==> src/hw/rtl/b64_pkg.sv <==
// shared types, constants and the alphabet lookup for the base64 stream encoder
package b64_pkg;

	// ascii code of the padding character
	localparam logic [6:0] PAD_CHAR = 7'h3D;

	// group queue geometry
	localparam int QUEUE_DEPTH = 2;
	localparam int QPTR_W      = $clog2(QUEUE_DEPTH);

	// one complete or closed group of up to three bytes
	typedef struct packed {
		logic [23:0] triple;
		logic [1:0]  pads;
		logic        last;
	} b64_group_t;

	// queue status seen by the front and the back
	typedef struct packed {
		logic full;
		logic empty;
	} b64_qstat_t;

	// six-bit value to standard base64 alphabet character
	function automatic logic [6:0] b64_char(input logic [5:0] v);
		logic [6:0] v7;
		v7 = {1'b0, v};
		priority if (v < 6'd26) begin
			return 7'h41 + v7;
		end else if (v < 6'd52) begin
			return 7'h47 + v7;
		end else if (v < 6'd62) begin
			return v7 - 7'd4;
		end else if (v == 6'd62) begin
			return 7'h2B;
		end else begin
			return 7'h2F;
		end
	endfunction

endpackage

==> src/hw/rtl/b64_ifs.sv <==
// stream channel interfaces: raw byte requests in, encoded character requests out
interface b64_byte_if;
	logic       valid;
	logic       ready;
	logic [7:0] data_byte;
	logic       last_byte;

	modport source(output valid, output data_byte, output last_byte, input ready);
	modport sink(input valid, input data_byte, input last_byte, output ready);
endinterface

interface b64_char_if;
	logic       valid;
	logic       ready;
	logic [6:0] ascii_char;
	logic       last_char;

	modport source(output valid, output ascii_char, output last_char, input ready);
	modport sink(input valid, input ascii_char, input last_char, output ready);
endinterface

==> src/hw/rtl/b64_front.sv <==
// front end: collects raw bytes into groups and closes partial groups on the last byte
module b64_front (
	input  logic                clk,
	input  logic                arst_n,
	b64_byte_if.sink            raw,
	input  b64_pkg::b64_qstat_t qstat,
	output logic                push,
	output b64_pkg::b64_group_t push_grp
);
	import b64_pkg::*;

	logic [15:0] pend_q;
	logic [1:0]  cnt_q;
	logic        accept;
	logic        close;

	// a byte is taken whenever the queue has room
	assign raw.ready = !qstat.full;
	assign accept    = raw.valid && raw.ready;
	assign close     = (cnt_q == 2'd2) || raw.last_byte;
	assign push      = accept && close;

	// build the group word and padding count
	always_comb begin
		push_grp.last = raw.last_byte;
		unique case (cnt_q)
			2'd0: begin
				push_grp.triple = {raw.data_byte, 16'h0000};
				push_grp.pads   = raw.last_byte ? 2'd2 : 2'd0;
			end
			2'd1: begin
				push_grp.triple = {pend_q[7:0], raw.data_byte, 8'h00};
				push_grp.pads   = raw.last_byte ? 2'd1 : 2'd0;
			end
			default: begin
				push_grp.triple = {pend_q, raw.data_byte};
				push_grp.pads   = 2'd0;
			end
		endcase
	end

	// held byte count
	always_ff @(posedge clk or negedge arst_n) begin
		if (!arst_n) begin
			cnt_q <= 2'd0;
		end else if (accept) begin
			cnt_q <= close ? 2'd0 : cnt_q + 2'd1;
		end
	end

	// held bytes, earliest in the upper byte
	always_ff @(posedge clk) begin
		if (accept) begin
			pend_q <= {pend_q[7:0], raw.data_byte};
		end
	end

endmodule

==> src/hw/rtl/b64_queue.sv <==
// short group queue between the byte front end and the character back end
module b64_queue (
	input  logic                clk,
	input  logic                arst_n,
	input  logic                push,
	input  b64_pkg::b64_group_t push_grp,
	input  logic                pop,
	output b64_pkg::b64_group_t head,
	output b64_pkg::b64_qstat_t qstat
);
	import b64_pkg::*;

	b64_group_t        mem_q [QUEUE_DEPTH];
	logic [QPTR_W-1:0] wr_ptr_q;
	logic [QPTR_W-1:0] rd_ptr_q;
	logic [QPTR_W:0]   cnt_q;

	assign qstat.full  = (cnt_q == (QPTR_W+1)'(QUEUE_DEPTH));
	assign qstat.empty = (cnt_q == '0);
	assign head        = mem_q[rd_ptr_q];

	// pointers and fill count
	always_ff @(posedge clk or negedge arst_n) begin
		if (!arst_n) begin
			wr_ptr_q <= '0;
			rd_ptr_q <= '0;
			cnt_q    <= '0;
		end else begin
			if (push) begin
				wr_ptr_q <= (wr_ptr_q == (QPTR_W)'(QUEUE_DEPTH - 1)) ? '0 : wr_ptr_q + 1'b1;
			end
			if (pop) begin
				rd_ptr_q <= (rd_ptr_q == (QPTR_W)'(QUEUE_DEPTH - 1)) ? '0 : rd_ptr_q + 1'b1;
			end
			if (push && !pop) begin
				cnt_q <= cnt_q + 1'b1;
			end else if (pop && !push) begin
				cnt_q <= cnt_q - 1'b1;
			end
		end
	end

	// entry storage
	always_ff @(posedge clk) begin
		if (push) begin
			mem_q[wr_ptr_q] <= push_grp;
		end
	end

endmodule

==> src/hw/rtl/b64_back.sv <==
// back end: turns each queued group into four characters, one per cycle while the output is not stalled
module b64_back (
	input  logic                clk,
	input  logic                arst_n,
	input  b64_pkg::b64_group_t head,
	input  b64_pkg::b64_qstat_t qstat,
	output logic                pop,
	b64_char_if.source          enc
);
	import b64_pkg::*;

	b64_group_t grp_q;
	logic       busy_q;
	logic [1:0] k_q;
	logic       ovalid_q;
	logic [6:0] ochar_q;
	logic       olast_q;

	logic       slot_free;
	logic       emit;
	logic       done;
	logic [5:0] sextet;
	logic       is_pad;
	logic [6:0] nxt_char;

	assign slot_free = !ovalid_q || enc.ready;
	assign emit      = busy_q && slot_free;
	assign done      = emit && (k_q == 2'd3);
	assign pop       = !qstat.empty && (!busy_q || done);

	// pick the current six bits, most significant first, or padding
	always_comb begin
		unique case (k_q)
			2'd0:    sextet = grp_q.triple[23:18];
			2'd1:    sextet = grp_q.triple[17:12];
			2'd2:    sextet = grp_q.triple[11:6];
			default: sextet = grp_q.triple[5:0];
		endcase
		is_pad   = ({1'b0, k_q} + {1'b0, grp_q.pads}) >= 3'd4;
		nxt_char = is_pad ? PAD_CHAR : b64_char(sextet);
	end

	// group slot and character index
	always_ff @(posedge clk or negedge arst_n) begin
		if (!arst_n) begin
			busy_q   <= 1'b0;
			k_q      <= 2'd0;
			ovalid_q <= 1'b0;
		end else begin
			if (pop) begin
				busy_q <= 1'b1;
			end else if (done) begin
				busy_q <= 1'b0;
			end
			if (emit) begin
				k_q <= k_q + 2'd1;
			end
			if (emit) begin
				ovalid_q <= 1'b1;
			end else if (enc.ready) begin
				ovalid_q <= 1'b0;
			end
		end
	end

	// group and output payload
	always_ff @(posedge clk) begin
		if (pop) begin
			grp_q <= head;
		end
		if (emit) begin
			ochar_q <= nxt_char;
			olast_q <= grp_q.last && (k_q == 2'd3);
		end
	end

	assign enc.valid      = ovalid_q;
	assign enc.ascii_char = ochar_q;
	assign enc.last_char  = olast_q;

endmodule

==> src/hw/rtl/base64_stream_encoder.sv <==
// top level of the streaming base64 encoder
// Takes one raw byte per request on raw and returns standard base64 characters
// (alphabet A-Z a-z 0-9 + /, '=' padding) one per request on enc; the byte
// flagged last closes the group and its final character carries last_char.
// A byte is taken every cycle while the two-entry group queue has room; each
// group of three bytes becomes four characters, and the back end emits one
// character per cycle while the receiver is ready, so a long stream is paced by
// the single-character output register. A completed group is written into the
// group queue, then loaded into the back end's group slot, and its first
// character is then registered in the output register.
module base64_stream_encoder (
	input  logic        clk,
	input  logic        arst_n,
	b64_byte_if.sink    raw,
	b64_char_if.source  enc
);
	import b64_pkg::*;

	logic       push;
	logic       pop;
	b64_group_t push_grp;
	b64_group_t head;
	b64_qstat_t qstat;

	b64_front u_front (
		.clk      (clk),
		.arst_n   (arst_n),
		.raw      (raw),
		.qstat    (qstat),
		.push     (push),
		.push_grp (push_grp)
	);

	b64_queue u_queue (
		.clk      (clk),
		.arst_n   (arst_n),
		.push     (push),
		.push_grp (push_grp),
		.pop      (pop),
		.head     (head),
		.qstat    (qstat)
	);

	b64_back u_back (
		.clk    (clk),
		.arst_n (arst_n),
		.head   (head),
		.qstat  (qstat),
		.pop    (pop),
		.enc    (enc)
	);

	// no group is written into a full queue
	assert property (@(posedge clk) disable iff (!arst_n) !(push && qstat.full))
		else $error("group pushed into full queue");

	// no group is taken from an empty queue
	assert property (@(posedge clk) disable iff (!arst_n) !(pop && qstat.empty))
		else $error("group popped from empty queue");

	// a push with no pop leaves the queue non-empty
	assert property (@(posedge clk) disable iff (!arst_n)
		(push && !pop) |=> !qstat.empty)
		else $error("queue lost a pushed group");

	// a pop without a push leaves the queue not full
	assert property (@(posedge clk) disable iff (!arst_n)
		(pop && !push) |=> !qstat.full)
		else $error("queue still full after pop");

endmodule

==> src/flat_wrapper.sv <==
// flat-port wrapper written by rule: the top's interface ports become plain ports
module base64_stream_encoder_flat import b64_pkg::*;
  (clk, arst_n, raw_valid, raw_data_byte, raw_last_byte, raw_ready, enc_valid, enc_ascii_char, enc_last_char, enc_ready);
  b64_byte_if raw_i ();
  b64_char_if enc_i ();
  input  logic clk;
  input  logic arst_n;
  input wire logic [$bits(raw_i.valid)-1:0] raw_valid;
  input wire logic [$bits(raw_i.data_byte)-1:0] raw_data_byte;
  input wire logic [$bits(raw_i.last_byte)-1:0] raw_last_byte;
  output wire logic [$bits(raw_i.ready)-1:0] raw_ready;
  output wire logic [$bits(enc_i.valid)-1:0] enc_valid;
  output wire logic [$bits(enc_i.ascii_char)-1:0] enc_ascii_char;
  output wire logic [$bits(enc_i.last_char)-1:0] enc_last_char;
  input wire logic [$bits(enc_i.ready)-1:0] enc_ready;
  assign raw_i.valid = raw_valid;
  assign raw_i.data_byte = raw_data_byte;
  assign raw_i.last_byte = raw_last_byte;
  assign raw_ready = raw_i.ready;
  assign enc_valid = enc_i.valid;
  assign enc_ascii_char = enc_i.ascii_char;
  assign enc_last_char = enc_i.last_char;
  assign enc_i.ready = enc_ready;
  base64_stream_encoder u_core (.clk(clk), .arst_n(arst_n), .raw(raw_i), .enc(enc_i));
endmodule
==> config.mk <==
export PLATFORM = sky130hd
export DESIGN_NAME = base64_stream_encoder_flat
export DESIGN_NICKNAME = d
export VERILOG_FILES = /design/src/hw/rtl/b64_pkg.sv /design/src/hw/rtl/b64_ifs.sv /design/src/hw/rtl/b64_front.sv /design/src/hw/rtl/b64_queue.sv /design/src/hw/rtl/b64_back.sv /design/src/hw/rtl/base64_stream_encoder.sv /design/src/flat_wrapper.sv
export SDC_FILE = /design/constraint.sdc
export NUM_CORES = 1
export LEC_CHECK = 0
export ABC_AREA = 1
export ABC_CLOCK_PERIOD_IN_PS = 3250
export BUFFER_PORTS_ARGS = -buffer_cell sky130_fd_sc_hd__buf_2
export CORE_ASPECT_RATIO = 1.2
export CORE_MARGIN = 3
export CORE_UTILIZATION = 45
export CTS_BUF_LIST = sky130_fd_sc_hd__clkbuf_2 sky130_fd_sc_hd__clkbuf_4 sky130_fd_sc_hd__clkbuf_8
export CTS_CLUSTER_SIZE = 14
export DETAILED_ROUTE_END_ITERATION = 6
export PLACE_DENSITY = 0.74
export REMOVE_ABC_BUFFERS = 1
export SLEW_MARGIN = 20
export SYNTH_ARGS = -nofsm -noshare
export SYNTH_HDL_FRONTEND = slang
export SYNTH_SLANG_ARGS = --single-unit
==> constraint.sdc <==
create_clock -name clk -period 3.25 [get_ports clk]
set_input_delay 0.325 -clock clk [delete_from_list [all_inputs] [get_ports clk]]
set_output_delay 0.325 -clock clk [all_outputs]
set_load 0.01 [all_outputs]
; ---- After elaboration in Yosys (flattened, before gate mapping)
; Memory sizes are Yosys's and may differ from the RTL's. A register that Yosys moved wholly into a read port is not among the register bits.
; Index checks and enable logic that the tools add are counted.
; W data, S select, Z words.
[word_totals]
ff_bits = 34
mem_count = 1
mem_bits_rw = 54
output_inout_bits = 10
wordCells = 74
in_bits = 13
[classes]
reduce_logical = 23
n_eq_ne = 7
magnitude_cmp = 4
muxes = 19
add_sub_neg = 10
[mem_list]
columns = memory, words, width, read_ports, rd_clocked_by_memory_dff, wr, line
row1 = u_core.u_queue.mem_q, 2, 27, 1, 1, 1, b64_queue.sv:13  ; b64_group_t mem_q [QUEUE_DEPTH];
[ops]
columns = operator, count
row1 = $pmux W26 S2, 1
row2 = $mux W7, 3
row3 = $pmux W6 S3, 1
row4 = $add A7 B6 Y7 const A, 2
row5 = $lt A6 B6 Y1 const B, 2
row6 = $mux W1, 9
row7 = $eq A2 B2 Y1 const B, 4
row8 = $logic_and A1 B1 Y1, 8
row9 = $mux W2, 4
row10 = $sub A6 B3 Y7 const B, 1
row11 = $add A2 B1 Y2 const B, 3
row12 = $eq A6 B6 Y1 const B, 1
row13 = $logic_not A1 Y1, 6
row14 = $logic_not A2 Y1, 3
row15 = $lt A6 B5 Y1 const B, 1
row16 = $reduce_bool A2 Y1, 3
row17 = $eq A2 B1 Y1 const B, 2
row18 = $add A2 B2 Y3, 1
row19 = $ge A3 B3 Y1 const B, 1
row20 = $logic_or A1 B1 Y1, 3
row21 = $mux W3, 1
row22 = $add A1 B1 Y1 const B, 2
row23 = $sub A2 B1 Y2 const B, 1

; ---- Depth between registers and ports, before layout
[logic_depth]
ltp_word = 9
depth_mapped = 15
ltp_nobuf = 15

; ---- Hierarchy
; A second synthesis with hierarchy kept.
[unflattened]
cells_unflattened = 432
area_unflattened_um2 = 5378.9
[by_module_without_submodules]
columns = module, cells_each, instances, seq_area_each_um2, area_each_um2
row1 = b64_queue, 109, 1, 1721.7, 2254.7
row2 = b64_back, 194, 1, 1151.1, 2073.2
row3 = b64_front, 129, 1, 530.5, 1051.0

; ---- Least setup slack after synthesis
; OpenSTA, ideal clock, no wires.
[synth_timing]
path_kind = reg-to-reg
from = register u_core.u_back.k_q[1]
to = register u_core.u_queue.cnt_q[1]
setup_slack_ns = 0.186
path_buffers = 0
setup_ns = 0.131
period_less_slack_ns = 3.064
required_ns = 3.119
arrival_ns = 2.933
path_stages_with_launch = 9
path_cell_list = dfrtp_1 ha_1 a21oi_1 a21oi_1 inv_1 ha_1 a21oi_1 o21ai_0 xor2_1
[synth_via]
elab_chain_cells = 7
elab_cells_between_ends = 9
cone_classes = eq/ne (1) / mux (1) / reduce/logical (7)
[synth_lines]
columns = item, line
row1 = start: declaration, b64_back.sv:14  ; logic [1:0] k_q;
row2 = start signal: assignment, b64_back.sv:56  ; k_q <= k_q + 2'd1;
row3 = $eq A2 B2 Y1 *, b64_back.sv:28  ; assign done = emit && (k_q == 2'd3);
row4 = $logic_and A1 B1 Y1 *, b64_back.sv:28
row5 = $logic_or A1 B1 Y1 *, b64_back.sv:29  ; assign pop = !qstat.empty && (!busy_q || done);
row6 = $logic_and A1 B1 Y1 *, b64_back.sv:29
row7 = net u_core.pop, base64_stream_encoder.sv:20  ; logic pop;
row8 = $logic_not A1 Y1, b64_queue.sv:35  ; if (push && !pop) begin
row9 = $logic_and A1 B1 Y1, b64_queue.sv:35
row10 = $mux W2 / $reduce_bool A2 Y1 (equally long branches), n/a
row11 = end signal: assignment, b64_queue.sv:36  ; cnt_q <= cnt_q + 1'b1;
row12 = end signal: assignment, b64_queue.sv:38  ; cnt_q <= cnt_q - 1'b1;
row13 = end: declaration, b64_queue.sv:16  ; logic [QPTR_W:0] cnt_q;
; Mark *: on every way through the listed nets, which the timed path passes. The rest lies on a longest branch.
; A chain may end at the register's enable or synchronous reset.

; ---- Worst setup path after layout
[layout_timing]
from = register u_core.u_back.k_q[0]
to = register u_core.u_back.ochar_q[2], in the netlist u_core.u_back.enc.ascii_char[2] (data pin)
[layout_via]
elab_chain_cells = 7
elab_cells_between_ends = 17
cone_classes = add/sub (4) / order compare (4) / eq/ne (3) / mux (5) / reduce/logical (1)
[layout_lines]
columns = item, line
row1 = branches (longest 7 deep; another with $sub A6 B3 Y7), n/a
row2 = end signal: assignment, b64_back.sv:72  ; ochar_q <= nxt_char;
row3 = end: declaration, b64_back.sv:16  ; logic [6:0] ochar_q;
; Several ways; the timed one is not identified.

==> impl_metrics.toml <==
[setup_path]
rrSetupSlack_ns = 0.84
crit_path_max_fanout = 8
start_kind = "register"
crit_required_ns = 3.43
worstPathArrival_ns = 2.59
crit_chain = "inv_1, ha_1, nand2_1, nand2_1, nor2_1, nor2_4, ha_1, nand3_1, nor2_1, nand3_1, nand4_1, nand2_1"
crit_path_frequent_cell = "nand2_1"
end_kind = "register"
worstSetupEndpoint = "u_core.u_back.enc.ascii_char[2]"
critical_path_class = "register to register"
r2r-end = "u_core.u_back.enc.ascii_char[2]"
worstRegToRegCells = 12
cp.depth = 12
path_delay_family = "simple AND/OR/NAND/NOR gates"
cp.buffers_inverters = 1
critPathLaunch = "u_core.u_back.k_q[0]"
slowest_stage = "dfrtp_1"
cp_slowest_stage_delay_ns = 0.42
rr_startpoint = "u_core.u_back.k_q[0]"

[power]
total_power_mw = 6.38
ir_drop_uv = 525
power_density_mw_per_mm2 = 1100
power_frac_seq = 0.392
leakagePower_nw = 2.45
p_clk_frac = 0.201
p_sw_frac = 0.396
combPwrFrac = 0.407
p_switching_mw = 2.53
internal_power_mw = 3.85

[grt]
grt_pass1_vias = 3254
grtUsageTotal = 0.157
grt_max_degree = 30
grt_pass1_wl_microns = 15000
grt_overflow = 0
antenna_found_initial = 0

[finish]
area_growth_pct = 13.7
fin_util = 0.536
finalInstanceArea_sq_mm = 0.00577
drive_above_1_share = 0.163
layout.nets = 529
fin_cells = 645
n_antenna_cell = 0

[clocking]
clockRootBuffer = "clkbuf_8"
clkLatencyLatePin_ns = 0.42
htreeDepth = 4
path_clk_slew_ns = 0.07
cts_buffers = 17
cts_tree = "built"
cts_num_sinks = 115
clockBufferDepth = 2
cts_setup_buffers = 0

[floorplanning]
start_util = 0.472
io_pins = 23
rows = 41
dieWidth_microns = 103
die_area_sq_mm = 0.0126
die_h_microns = 122
fp.coreArea_sq_mm = 0.0108

[placed_design]
gp_congestion = 0.858
place_ws_ns = 0.867
hpwl_microns = 6240
dpl_cell_area_sq_mm = 0.00537
numPlacedInstances = 612
io_buffers = 22

[detailed_routing]
drtPass1Iterations = 4
highest_layer = "met4"
route.met3.wl_microns = 294
ant_nets = 0
wirelength_microns = 8710
wl_per_cell_microns = 13.5
vias = 3180
wl_met1_microns = 3620
met2_wirelength_microns = 4540
drcViolationCount = 0
avgViaCountPerCell = 4.93
detail_route.iter0.violations = 203

[timing]
skew_ns = 0.0109
holdWs_ns = 0.112
fin_crit_sh = 0.742
final.setup.tns_ns = 0
setup_viol = 0
hold_viol = 0
final_max_slew_viol_count = 0
fmax_mhz = 415
fin_crit_ns = 2.41
post-route-worst-setup-slack_ns = 0.838
worstMarginPinSlew_ns = 0.642
rsz0062_at_grt = "false"
slew_headroom = 0.569

[min_path]
hp-class = "primary input to register"
hold_path_depth = 1
hp-start = "raw_data_byte[3]"

[run]
cap_viol_max_count = 0

[synthesis]
ys_ff_latch = 115
synthCells = 463
yosys_warnings = 0
seq_area_frac_synth = 0.670
syn_avg_cell_area_sq_um = 11.0
synth_cell_types = 32
synthesis.area_sq_mm = 0.00508

[run_status]
outcome = "finished clean"
==> layout make-up <==
type	instances	area, sq um
well taps	129	161
multi-input cells	286	1450
flip-flops and latches	115	3400
fillers	890	5000
clock buffers	17	234
repair buffers	30	173
inverters	53	199
clock inverters	15	159
==> worst register-to-register path, delay by kind of cell (launching register included) <==
family	cells	cell delay [ns]
and+or+nand+nor	9	0.97
adders and majority gates	2	0.63
buffers and inverters	1	0.16
DFF	1	0.42
==> kinds of logic after synthesis <==
| family | count (synthesis) | share of synthesized area |
|---|---|---|
| AND/OR/NAND/NOR | 220 | 0.183 |
| flip-flops | 115 | 0.670 |
| buffers and inverters | 62 | 0.0473 |
| AO/OA/AOI/OAI | 46 | 0.0559 |
| adder cells (fa/ha/maj) | 13 | 0.0320 |
| XOR/XNOR | 7 | 0.0121 |
==> power groups by stage <==
stage | Combinational (mW) | Clock [mW] | Sequential, mW
floorplan | 1.87 | 0 | 2.54
global placement | 2.55 | 0 | 2.53
detailed placement | 2.59 | 0 | 2.54
CTS | 2.60 | 1.31 | 2.51
global route | 2.97 | 1.38 | 2.54
finish | 2.60 | 1.28 | 2.50
==> per-layer routing <==
metal | vias up | GRT usage
met3 | 24 | 0.0506
met1 | 1466 | 0.175
met5 | - | 0
met4 | 0 | 0.0883
met2 | 71 | 0.264
li1 | 1619 | -
==> flip-flops by register name, indices dropped and copies added, names as in the netlist, 2 cells and up <==
register                      count
u_core.u_queue.cnt_q              2
u_core.u_front.pend_q            16
u_core.u_back.k_q                 2
u_core.u_back.grp_q              27
u_core.u_front.cnt_q              2
u_core.u_queue.mem_q             54
u_core.u_back.enc.ascii_char      7
==> synth_stat cells <==
| cell type | n | area, sq um |
|---|---|---|
| nor2_2 | 7 | 43.8 |
| o211ai_1 | 1 | 7.51 |
| nor2_1 | 25 | 93.8 |
| edfxtp_1 | 105 | 3150 |
| or2_2 | 1 | 6.26 |
| o21bai_1 | 3 | 22.5 |
| nand2_2 | 4 | 25.0 |
| clkbuf_1 | 7 | 26.3 |
| inv_2 | 1 | 3.75 |
| o31ai_1 | 1 | 7.51 |
| nand3_1 | 11 | 55.1 |
| nand2_4 | 1 | 11.3 |
| ha_1 | 13 | 163 |
| a21oi_4 | 1 | 16.3 |
| o21bai_2 | 1 | 11.3 |
| nor2_4 | 4 | 45.0 |
| xnor2_1 | 1 | 8.76 |
| o21ai_0 | 22 | 110 |
| a211oi_1 | 1 | 7.51 |
| dfrtp_1 | 10 | 250 |
| clkinv_1 | 1 | 3.75 |
| xor2_1 | 6 | 52.6 |
| buf_6 | 1 | 11.3 |
| buf_1 | 1 | 3.75 |
| nand2_1 | 160 | 601 |
| inv_1 | 51 | 191 |
| o22ai_1 | 1 | 6.26 |
| a22oi_1 | 8 | 60.1 |
| nand4_1 | 6 | 37.5 |
| o21ai_1 | 2 | 10.0 |
| nand3_2 | 1 | 10.0 |
| a21oi_1 | 5 | 25.0 |
==> worst min path at each step <==
stage	endpoint	slack, ns
6_report	u_core.u_front.pend_q[3]	0.11
4_1_cts	u_core.u_front.pend_q[3]	0.08
3_5_place_dp	u_core.u_front.cnt_q[0]	0.21
3_3_place_gp	u_core.u_front.cnt_q[0]	0.20
5_1_grt	u_core.u_front.pend_q[3]	0.08
2_1_floorplan	u_core.u_back.busy_q	0.03
==> cell usage in the layout (no fill, tap or decap), types with 4 or more instances in the layout <==
cell type   count
clkbuf_8       17
inv_1          51
nand4_1         6
nand2_1       160
a21oi_1         4
a22oi_1         8
nor2_4          4
nand2_2         4
ha_1           13
buf_2          22
nor2_1         23
nor2_2          9
edfxtp_1      105
buf_4           7
nand3_1        11
clkinvlp_4      5
xor2_1          6
o21ai_0        22
dfrtp_1        10
==> repair_timing <==
action,in CTS,in global routing
gates resized for setup,0,0
endpoints found under the hold margin,10,0
endpoints found under the setup margin,0,0
hold buffers,1,0
Power figures use the tool's default switching activity.
